**config.mk**
```make
export PLATFORM = sky130hd
export DESIGN_NAME = strict_priority_class_queues_core
export DESIGN_NICKNAME = d
export VERILOG_FILES = /design/src/hdl/spcq_pkg.sv /design/src/hdl/strict_priority_class_queues_core.sv
export SDC_FILE = /design/constraint.sdc
export NUM_CORES = 2
export LEC_CHECK = 0
export BUFFER_PORTS_ARGS = -buffer_cell sky130_fd_sc_hd__clkbuf_2
export CAP_MARGIN = 30
export CORE_UTILIZATION = 60
export CTS_BUF_LIST = sky130_fd_sc_hd__clkbuf_8 sky130_fd_sc_hd__clkbuf_16
export DETAILED_ROUTE_END_ITERATION = 8
export GPL_TIMING_DRIVEN = 1
export PLACE_DENSITY_LB_ADDON = 0.15
export SYNTH_ARGS = -nofsm -noshare
export SYNTH_HDL_FRONTEND = slang
export SYNTH_SLANG_ARGS = --single-unit
```
**constraint.sdc**
```tcl
create_clock -name clk -period 6.6 [get_ports clk]
set_input_delay 0.33 -clock clk [delete_from_list [all_inputs] [get_ports clk]]
set_output_delay 0.33 -clock clk [all_outputs]
set_load 0.005 [all_outputs]
```
**src/hdl/spcq_pkg.sv**
```systemverilog
`timescale 1ns / 1ps
// Package for the strict priority class queue core: defaults, request codes, constants.
// No dependencies.
package spcq_pkg;

    localparam int DEPTH_DEF       = 16;
    localparam int NUM_CLASSES_DEF = 3;
    localparam int DATA_W          = 32;
    localparam int REQ_W           = 2;

    localparam logic [REQ_W-1:0] REQ_ENQ  = 2'd0;
    localparam logic [REQ_W-1:0] REQ_DEQ  = 2'd1;
    localparam logic [REQ_W-1:0] REQ_BOTH = 2'd2;
    localparam logic [REQ_W-1:0] REQ_NOP  = 2'd3;

    localparam logic [DATA_W-1:0] NOTHING_SERVED = {DATA_W{1'b1}};

    typedef enum logic [2:0] {
        S_IDLE = 3'b001,
        S_READ = 3'b010,
        S_OUT  = 3'b100
    } state_t;

endpackage

```
**src/hdl/strict_priority_class_queues_core.sv**
```systemverilog
`timescale 1ns / 1ps
// Top level: NUM_CLASSES bounded FIFO queues in one shared memory, strict priority dequeue.
// Depends on spcq_pkg.
//
// One request is handled at a time: the push write and the head read go to the queue memory in
// the accept cycle, the registered read data (or the forwarded pushed value) is loaded into the
// result register in the next cycle, and the result is then offered in state S_OUT. s_tready
// returns in the cycle after the result is taken, so a request also waits on any hold of
// m_tready before the next request can be taken. Class 0 is the most
// urgent; a class code of NUM_CLASSES or more maps to the least urgent class. A push into a
// full queue is dropped and flagged; a pop with all queues empty flags all_empty and returns -1.
// The queue memory needs no clearing after reset; pointers and fill counts reset to zero.
module strict_priority_class_queues_core #(
    parameter int DEPTH       = spcq_pkg::DEPTH_DEF,
    parameter int NUM_CLASSES = spcq_pkg::NUM_CLASSES_DEF,
    localparam int CLS_W      = (NUM_CLASSES > 2) ? $clog2(NUM_CLASSES) : 1
) (
    input  logic                           clk,
    input  logic                           rst_n,
    input  logic                           s_tvalid,
    output logic                           s_tready,
    input  logic [spcq_pkg::DATA_W-1:0]    s_tdata,   // data_in
    input  logic [spcq_pkg::REQ_W+CLS_W-1:0] s_tuser, // req_type, item_class
    output logic                           m_tvalid,
    input  logic                           m_tready,
    output logic [spcq_pkg::DATA_W-1:0]    m_tdata,   // data_out
    output logic [CLS_W+2:0]               m_tuser    // enqueue_dropped, served_valid,
                                                      // all_empty, served_class
);

    localparam int PTR_W   = $clog2(DEPTH);
    localparam int CNT_W   = $clog2(DEPTH + 1);
    localparam int ENTRIES = NUM_CLASSES * DEPTH;
    localparam int ADDR_W  = $clog2(ENTRIES);
    localparam logic [PTR_W-1:0] LAST_SLOT = PTR_W'(DEPTH - 1);
    localparam logic [CNT_W-1:0] FULL_CNT  = CNT_W'(DEPTH);

    spcq_pkg::state_t state_reg, state_next;

    logic [PTR_W-1:0] head_reg [NUM_CLASSES];
    logic [PTR_W-1:0] head_next [NUM_CLASSES];
    logic [PTR_W-1:0] tail_reg [NUM_CLASSES];
    logic [PTR_W-1:0] tail_next [NUM_CLASSES];
    logic [CNT_W-1:0] fill_reg [NUM_CLASSES];
    logic [CNT_W-1:0] fill_next [NUM_CLASSES];
    logic [CNT_W-1:0] fill_pushed [NUM_CLASSES];

    logic [spcq_pkg::DATA_W-1:0] mem [ENTRIES];
    logic [spcq_pkg::DATA_W-1:0] rd_data_reg;

    logic [spcq_pkg::REQ_W-1:0] req_type;
    logic [CLS_W-1:0]           item_class;
    logic [CLS_W-1:0]           cls_eff;
    logic                       is_enq;
    logic                       is_deq;
    logic                       accept;
    logic                       push_ok;
    logic                       pop_found;
    logic [CLS_W-1:0]           pop_cls;
    logic [ADDR_W-1:0]          wr_addr;
    logic [ADDR_W-1:0]          rd_addr;
    logic                       fill_over;

    logic                        fwd_reg;
    logic [spcq_pkg::DATA_W-1:0] fwd_data_reg;
    logic                        dropped_reg;
    logic                        valid_reg;
    logic                        empty_reg;
    logic [CLS_W-1:0]            class_reg;
    logic                        res_dropped_reg;
    logic                        res_valid_reg;
    logic                        res_empty_reg;
    logic [CLS_W-1:0]            res_class_reg;
    logic [spcq_pkg::DATA_W-1:0] res_data_reg;

    assign req_type   = s_tuser[spcq_pkg::REQ_W-1:0];
    assign item_class = s_tuser[spcq_pkg::REQ_W+CLS_W-1:spcq_pkg::REQ_W];
    assign cls_eff    = ({1'b0, item_class} >= (CLS_W+1)'(NUM_CLASSES))
                        ? CLS_W'(NUM_CLASSES - 1) : item_class;

    assign s_tready = (state_reg == spcq_pkg::S_IDLE);
    assign accept   = s_tvalid && s_tready;

    always_comb
    begin
        is_enq = 1'b0;
        is_deq = 1'b0;
        unique case (req_type)
            spcq_pkg::REQ_ENQ:  is_enq = 1'b1;
            spcq_pkg::REQ_DEQ:  is_deq = 1'b1;
            spcq_pkg::REQ_BOTH:
            begin
                is_enq = 1'b1;
                is_deq = 1'b1;
            end
            default:
            begin
                is_enq = 1'b0;
                is_deq = 1'b0;
            end
        endcase
    end

    assign push_ok = is_enq && (fill_reg[cls_eff] != FULL_CNT);

    // queue occupancy as the pop sees it, after this request's push
    always_comb
    begin
        pop_found = 1'b0;
        pop_cls   = '0;
        for (int c = 0; c < NUM_CLASSES; c++)
        begin
            fill_pushed[c] = fill_reg[c] +
                             CNT_W'(push_ok && (cls_eff == CLS_W'(c)));
            if (!pop_found && (fill_pushed[c] != '0))
            begin
                pop_found = 1'b1;
                pop_cls   = CLS_W'(c);
            end
        end
    end

    assign wr_addr = ADDR_W'(cls_eff) * ADDR_W'(DEPTH) + ADDR_W'(tail_reg[cls_eff]);
    assign rd_addr = ADDR_W'(pop_cls) * ADDR_W'(DEPTH) + ADDR_W'(head_reg[pop_cls]);

    always_comb
    begin
        for (int c = 0; c < NUM_CLASSES; c++)
        begin
            head_next[c] = head_reg[c];
            tail_next[c] = tail_reg[c];
            fill_next[c] = fill_pushed[c];
            if (accept && push_ok && (cls_eff == CLS_W'(c)))
            begin
                tail_next[c] = (tail_reg[c] == LAST_SLOT) ? '0 : tail_reg[c] + 1'b1;
            end
            if (accept && is_deq && pop_found && (pop_cls == CLS_W'(c)))
            begin
                head_next[c] = (head_reg[c] == LAST_SLOT) ? '0 : head_reg[c] + 1'b1;
                fill_next[c] = fill_pushed[c] - 1'b1;
            end
            if (!accept)
            begin
                fill_next[c] = fill_reg[c];
            end
        end
    end

    always_ff @(posedge clk or negedge rst_n)
    begin
        if (!rst_n)
        begin
            for (int c = 0; c < NUM_CLASSES; c++)
            begin
                head_reg[c] <= '0;
                tail_reg[c] <= '0;
                fill_reg[c] <= '0;
            end
        end
        else
        begin
            for (int c = 0; c < NUM_CLASSES; c++)
            begin
                head_reg[c] <= head_next[c];
                tail_reg[c] <= tail_next[c];
                fill_reg[c] <= fill_next[c];
            end
        end
    end

    // queue memory: read returns the old word, so a pop of the word pushed in the
    // same request is forwarded
    always_ff @(posedge clk)
    begin
        if (accept && push_ok)
        begin
            mem[wr_addr] <= s_tdata;
        end
        if (accept && is_deq && pop_found)
        begin
            rd_data_reg <= mem[rd_addr];
        end
    end

    always_ff @(posedge clk)
    begin
        if (accept)
        begin
            fwd_reg      <= push_ok && (pop_cls == cls_eff) && (fill_reg[cls_eff] == '0);
            fwd_data_reg <= s_tdata;
            dropped_reg  <= is_enq && !push_ok;
            valid_reg    <= is_deq && pop_found;
            empty_reg    <= is_deq && !pop_found;
            class_reg    <= (is_deq && pop_found) ? pop_cls : '0;
        end
        if (state_reg == spcq_pkg::S_READ)
        begin
            res_dropped_reg <= dropped_reg;
            res_valid_reg   <= valid_reg;
            res_empty_reg   <= empty_reg;
            res_class_reg   <= class_reg;
            res_data_reg    <= !valid_reg ? spcq_pkg::NOTHING_SERVED :
                               fwd_reg    ? fwd_data_reg : rd_data_reg;
        end
    end

    always_comb
    begin
        state_next = state_reg;
        unique case (state_reg)
            spcq_pkg::S_IDLE: if (accept)   state_next = spcq_pkg::S_READ;
            spcq_pkg::S_READ:               state_next = spcq_pkg::S_OUT;
            spcq_pkg::S_OUT:  if (m_tready) state_next = spcq_pkg::S_IDLE;
            default:                        state_next = spcq_pkg::S_IDLE;
        endcase
    end

    always_ff @(posedge clk or negedge rst_n)
    begin
        if (!rst_n)
        begin
            state_reg <= spcq_pkg::S_IDLE;
        end
        else
        begin
            state_reg <= state_next;
        end
    end

    assign m_tvalid = (state_reg == spcq_pkg::S_OUT);
    assign m_tdata  = res_data_reg;
    assign m_tuser  = {res_class_reg, res_empty_reg, res_valid_reg, res_dropped_reg};

    always_comb
    begin
        fill_over = 1'b0;
        for (int c = 0; c < NUM_CLASSES; c++)
        begin
            fill_over = fill_over || (fill_reg[c] > FULL_CNT);
        end
    end

    a_fill_bound: assert property (@(posedge clk) disable iff (!rst_n) !fill_over)
        else $error("queue fill count above depth");

    a_one_request: assert property (@(posedge clk) disable iff (!rst_n)
        m_tvalid |-> !s_tready)
        else $error("new request taken while a result is pending");

    a_result_timing: assert property (@(posedge clk) disable iff (!rst_n)
        (s_tvalid && s_tready) |=> ##1 m_tvalid)
        else $error("result not offered two cycles after request");

    a_served_flags: assert property (@(posedge clk) disable iff (!rst_n)
        m_tvalid |-> !(m_tuser[1] && m_tuser[2]))
        else $error("served and all_empty both set");

endmodule
```
; Yosys cells after proc, flatten, opt, wreduce, memory -nomap -nowiden
; Memory sizes are Yosys's and may differ from the RTL's. A register that Yosys moved wholly into a read port is not among the register bits.
; Index checks and enable logic that the tools add are counted.
[word_totals]
register_bits = 117
latch_bits = 0
ramBits = 1536
mem_bits_ro = 0
out_inout_bits = 39
word_cells = 127
mem_count = 1
[mem_list]
columns = memory, depth, word_bits, rd, rd_clocked_by_memory_dff, write_ports, line
row1 = mem, 48, 32, 1, 1, 1, strict_priority_class_queues_core.sv:48  ; logic [spcq_pkg::DATA_W-1:0] mem [ENTRIES];
[op_classes]
add_sub_neg = 14
multipliers = 0
div_mod_pow = 0
magnitude_cmp = 3
eq_ne = 19
shift = 0
n_mux = 32
bitwise_logic = 2
reduce_logical = 35
[ops]
columns = cell, count
row1 = 4-bit 2-to-1 mux, 10
row2 = 32-bit 2-to-1 mux, 1
row3 = 5-bit 2-to-1 mux, 5
row4 = 4-bit by 1-bit adder with 4-bit output (second input constant), 6
row5 = 4-bit equality test (second input constant), 6
row6 = 1-bit logical AND, 21
row7 = 4-bit binary-select mux with 2-bit select, 2
row8 = 5-bit by 1-bit adder with 5-bit output, 3
row9 = 5-bit nonzero test, 3
row10 = 5-bit by 1-bit subtractor with 5-bit output (second input constant), 3
row11 = 6-bit by 4-bit adder with 6-bit output, 2
row12 = 5-bit binary-select mux with 2-bit select, 1
row13 = 3-bit case mux with 3 select lines, 1
row14 = 1-bit 2-to-1 mux, 8
row15 = 2-bit by 1-bit equality test with 1-bit output (second input constant), 3
row16 = 2-bit equality test (second input constant), 3
row17 = 3-bit greater-or-equal comparator (second input constant), 2
row18 = 2-bit logical NOT, 3
row19 = 3-bit 2-to-1 mux, 2
row20 = 2-bit NOT with 3-bit output, 2
row21 = 5-bit logical NOT, 1
row22 = 5-bit != test (second input constant), 1
row23 = 1-bit logical NOT, 4
row24 = 2-bit 2-to-1 mux, 2
row25 = other kinds (8), 10

; Longest topological paths before layout
[logic_depth]
depth_word = 23
depth_mapped = 26
ltp_nobuf = 20

; Worst setup path before layout
; OpenSTA, ideal clock, no wires.
[synth_timing]
path_type = reg-to-reg
from = register state_reg[0]
to = memory mem[27][0] (netlist bit) (enable)
setup_time_ps = 501
t_arrival_ps = 5131
t_required_ps = 6099
setup_slack_ps = 967
path_stages_with_launch = 6
synth_period_minus_slack_ps = 5633
cell_sequence = dfstp_2 > nor3b_1 > nand2_1 > clkinv_1 > nand2b_1 > nor4_1
[synth_via]
elab_chain_len = 5
[synth_lines]
columns = element, line
row1 = "start, declared", strict_priority_class_queues_core.sv:38  ; spcq_pkg::state_t state_reg, state_next;
row2 = "start signal, assigned", strict_priority_class_queues_core.sv:222  ; state_reg <= spcq_pkg::S_IDLE;
row3 = "start signal, assigned", strict_priority_class_queues_core.sv:226  ; state_reg <= state_next;
row4 = 3-bit by 1-bit equality test with 1-bit output, strict_priority_class_queues_core.sv:81  ; assign s_tready = (state_reg == spcq_pkg::S_IDLE);
row5 = net s_tready, strict_priority_class_queues_core.sv:21  ; output logic s_tready,
row6 = 1-bit logical AND, strict_priority_class_queues_core.sv:82  ; assign accept = s_tvalid && s_tready;
row7 = net accept, strict_priority_class_queues_core.sv:56  ; logic accept;
row8 = 1-bit logical AND, strict_priority_class_queues_core.sv:175  ; if (accept && push_ok)
row9 = 1-bit 2-to-1 mux, strict_priority_class_queues_core.sv:175
row10 = 1-bit 2-to-1 mux (implied by the code), strict_priority_class_queues_core.sv:177  ; mem[wr_addr] <= s_tdata;
row11 = "end, declared", strict_priority_class_queues_core.sv:48
; The timed path passes the listed nets, and every way through them passes these cells.

; Worst setup path after layout
[layout_timing]
from = register fill_reg[2] (netlist bit)
to = register rd_data_reg[5] (netlist bit), read port of mem, data pin
[layout_via]
elab_chain_len = 20
[layout_lines]
columns = element, line
row1 = "start, declared", strict_priority_class_queues_core.sv:44  ; logic [CNT_W-1:0] fill_reg [NUM_CLASSES];
row2 = "start signal, assigned by index", strict_priority_class_queues_core.sv:166  ; fill_reg[c] <= fill_next[c];
row3 = 5-bit binary-select mux with 2-bit select, strict_priority_class_queues_core.sv:104  ; assign push_ok = is_enq && (fill_reg[cls_eff] != FULL_CNT);
row4 = 5-bit 2-to-1 mux (implied by the code) (2 in a row), strict_priority_class_queues_core.sv:104
row5 = 5-bit != test, strict_priority_class_queues_core.sv:104
row6 = 1-bit logical AND, strict_priority_class_queues_core.sv:104
row7 = 1-bit logical AND, strict_priority_class_queues_core.sv:114  ; CNT_W'(push_ok && (cls_eff == CLS_W'(c)));
row8 = 5-bit by 1-bit adder with 5-bit output, strict_priority_class_queues_core.sv:113  ; fill_pushed[c] = fill_reg[c] +
row9 = 5-bit nonzero test, strict_priority_class_queues_core.sv:115  ; if (!pop_found && (fill_pushed[c] != '0))
row10 = 1-bit 2-to-1 mux, strict_priority_class_queues_core.sv:115
row11 = (+2 left out), -
row12 = 1-bit 2-to-1 mux, strict_priority_class_queues_core.sv:115
row13 = 1-bit logical NOT, strict_priority_class_queues_core.sv:115
row14 = 1-bit logical AND, strict_priority_class_queues_core.sv:115
row15 = 2-bit 2-to-1 mux, strict_priority_class_queues_core.sv:115
row16 = 2-bit NOT with 3-bit output (implied by the code), strict_priority_class_queues_core.sv:124  ; assign rd_addr = ADDR_W'(pop_cls) * ADDR_W'(DEPTH) + ADDR_W'(head_reg[pop_cls]);
row17 = 4-bit binary-select mux with 2-bit select, strict_priority_class_queues_core.sv:124
row18 = 4-bit 2-to-1 mux (implied by the code) (2 in a row), strict_priority_class_queues_core.sv:124
row19 = 6-bit by 4-bit adder with 6-bit output, strict_priority_class_queues_core.sv:124
row20 = "end, declared", strict_priority_class_queues_core.sv:49  ; logic [spcq_pkg::DATA_W-1:0] rd_data_reg;
; Parallel ways exist; a longest one is shown, timed or not. The select of a mux whose other input is x is not followed.
; A chain may end at the register's enable or synchronous reset.

==> results.yml <==
synthesis:
  syn_avg_cell_area_sq_um: 13.7
  synth.top_cell.area_share_pct: 69.6
  synth_area_leaders: "edfxtp_1 (70%), mux2i_1 (4.2%), nand3_1 (3.6%)"
  synth-seq-cells: 1685
  yosys_warnings: 0
  syn-num-nets: 5216
  synth_cells: 5159
  synth_ff_type: "edfxtp_1"
  ys_types: 82
  synth_top_cell_by_area: "edfxtp_1"
  synth_edf_count: 1643
  synthArstFlopShare_pct: 2.49
  ys_seq_area_share_pct: 71.1
  synth_area_sq_um: 70900
critical_path:
  arrival_ns: 7.06
  end_kind: "flop"
  critPathLaunchType: "flop"
  path_max_fanout: 39
  worstSetupStartpoint: "fill_reg[2]"
  critPathKind: "flop to flop"
  reg2reg_from: "fill_reg[2]"
  cp.required_ns: 7.25
timing:
  hold-worst-slack_ns: 0.00605
  slew_violations: 0
  fmax_ghz: 0.156
  slew_headroom_pct: 27.7
  tightest_slew_ns: 1.08
  tns_ns: 0
  clock_skew_ns: 0.0246
  setup-violations-final: 0
  final_hold_viol_count: 0
  period_minus_slack_ns: 6.41
  fin_crit_sh_pct: 97.2
  rsz0062_at_grt: "no"
power_and_ir_drop:
  intPower_uw: 22600
  powerDensity_nw_per_um2: 479
  p_comb_share_pct: 42.9
  p_leak_uw: 0.0265
  finalPower_uw: 38100
  ir_worst_vdd_v: 0.000669
  p_seq_share_pct: 32.9
  power.net_switching_uw: 15500
  p_sw_share_pct: 40.7
  p_clk_share_pct: 24.1
placed_design:
  dp.cells: 6498
  place_congestion: 0.880
  portBuffers: 78
  place_hpwl_um: 111000
run_status:
  status: "complete, no violations"
route:
  first_pass_iters: 9
  wire_per_inst_um: 30.6
  drt-initial-drc-count: 7063
  wirelength_um: 209000
  dr_total_vias: 48387
  route.met3.wl_um: 25700
  dr.max_layer_used: "met5"
  via_per_inst: 7.10
  wl_met1_um: 77800
  drc_errors: 0
  drtAntennaViolNets: 0
  wl_met2_um: 95500
final_layout:
  largest_reg_flops: 1536
  fill_cells: 7928
  drive_above_1_share_pct: 11.2
  top_register: "mem"
  final_cell_mix: "edfxtp_1 (1643), nand2_1 (603), nand3_1 (515), o21ai_0 (298), mux2i_1 (297)"
  diodes: 0
  fin_nets: 5230
  syn2layout_area_growth_pct: 12.2
  final_common_cell: "edfxtp_1"
  final_cells: 6818
die:
  placementRows: 125
  initial_core_util_pct: 60.8
  die_w_um: 346
  die_height_um: 346
  coreArea_sq_um: 117000
  ios: 79
  dieArea_sq_um: 120000
cts:
  clock_path_buffers: 3
  cts.reportedPaths.clkPinSlew_ns: 0.06
  h-tree-depth: 4
  clockRootBuffer: "clkbuf_16"
  cts_tree: "done"
  numCtsBuffers: 167
  cts.sinks: 1685
  worstSkewPairLatency_ns: 0.82
global_route:
  track_usage_pct: 34.7
  grt_pass1_vias: 46738
  grt-ovfl-total: 0
  grt_pass1_wl_um: 306000
  antenna_found_initial: 8
  grt_max_degree: 177
worst_hold_path:
  hold_class: "primary input to flop"
  hp-start: "s_tdata[27]"
job:
  max-cap-violations: 0
critical path: stages (launching register included):
cell      delay (ns)
dfrtp_1         0.46
or4_1           0.53
a21oi_1         0.20
nand2_1         0.07
o21ai_0         0.21
nor2_1          0.11
ha_1            0.26
ha_1            0.33
inv_1           0.05
ha_1            0.21
and3_1          0.22
a31oi_2         0.60
a2111o_1        0.54
a21oi_4         0.19
nor2_4          0.23
buf_12          0.25
buf_4           0.20
buf_4           0.21
nand2_1         0.06
and3_1          0.19
o311ai_1        0.71
nor3_1          0.23
a21oi_1         0.18
kinds of logic (layout without fill, tap and decap cells):
family | Yosys count | count (layout) | share of synthesized area [%]
mux | 308 | 308 | 4.37
buf+inv | 462 | 597 | 2.79
fa+ha+maj | 17 | 17 | 0.300
xor+xnor | 22 | 22 | 0.282
compound gates | 1063 | 1063 | 10.4
flops | 1685 | 1685 | 71.1
simple gates | 1602 | 1602 | 10.8
layer usage:
layer	vias to the layer above	global-route usage (%)
met1	23870	48.1
met2	3484	52.7
met3	644	7.79
met5	-	0
met4	18	16.0
li1	20371	-
worst paths after layout:
check                                   endpoint  slack, ns  cells after the start
worst max-delay path              rd_data_reg[5]       0.19                     22
worst min-delay path                 mem[33][27]      0.006                      1
worst max register to register    rd_data_reg[5]       0.19                     22
worst min register to register  res_class_reg[0]       0.41                      0
max in group asynchronous            head_reg[8]       5.98                      3
min in group asynchronous            tail_reg[8]       0.17                      3
through the flow:
| step | instance area (sq um) | setup slack [ns] | util [%] |
|---|---|---|---|
| after floorplan | 70900 | 0.967 | - |
| after global placement | 73600 | 0.116 | 63.0 |
| after detailed placement | 73800 | 0.0406 | 63.3 |
| after CTS | 79100 | 0.0286 | 67.8 |
| after global routing | 79600 | 0.0299 | 68.2 |
| final | 79600 | 0.187 | 68.2 |
power groups by stage:
stage	Sequential [uW]	Clock (uW)	Combinational, uW
after floorplan	12600	0	10000
after global placement	12800	0	15600
after detailed placement	12800	0	15900
after CTS	12500	9230	15900
after global routing	12600	9640	17100
final	12500	9200	16300
Yosys cell counts (3+ instances only):
library cell	n
a22o_1	29
nor2b_1	6
ha_1	17
a311oi_1	6
nand3_1	515
clkbuf_1	284
o221ai_1	62
nand2_1	604
nand2b_1	4
a211oi_1	6
a21o_1	7
nor4_1	67
nor2_1	110
dfrtp_1	41
buf_4	12
inv_1	18
o211ai_1	5
xor2_1	5
a22oi_1	7
o21a_1	3
and4_1	30
nand4_1	66
edfxtp_1	1643
mux2_2	7
mux2i_1	300
buf_2	109
a32o_1	61
a221oi_1	4
a32oi_1	156
nor3b_1	3
buf_6	8
and2_1	6
nor3_1	71
o21ai_1	3
buf_1	29
or3_1	5
o21ai_0	298
and3_1	97
a21oi_1	110
a31oi_1	196
o311ai_1	57
a211o_1	30
xnor2_1	16
cell type report:
class,instances,area [sq um],share of cell area (%)
Clock buffer,178,4390,5.51
Inverter,19,71.3,0.0896
Timing Repair Buffer,288,2820,3.54
Multi-Input combinational cell,3012,19200,24.1
Sequential cell,1685,50400,63.3
Clock inverter,112,822,1.03
Tap cell,1524,1910,2.40
what timing repair did:
action / in CTS / in global routing
gates resized for setup: 0 / 8
hold endpoints to repair: 68 / 64
setup endpoints to repair: 0 / 8
setup buffers: 0 / 0
hold buffers: 6 / 8
No activity file was read; power rests on OpenSTA's default activity.
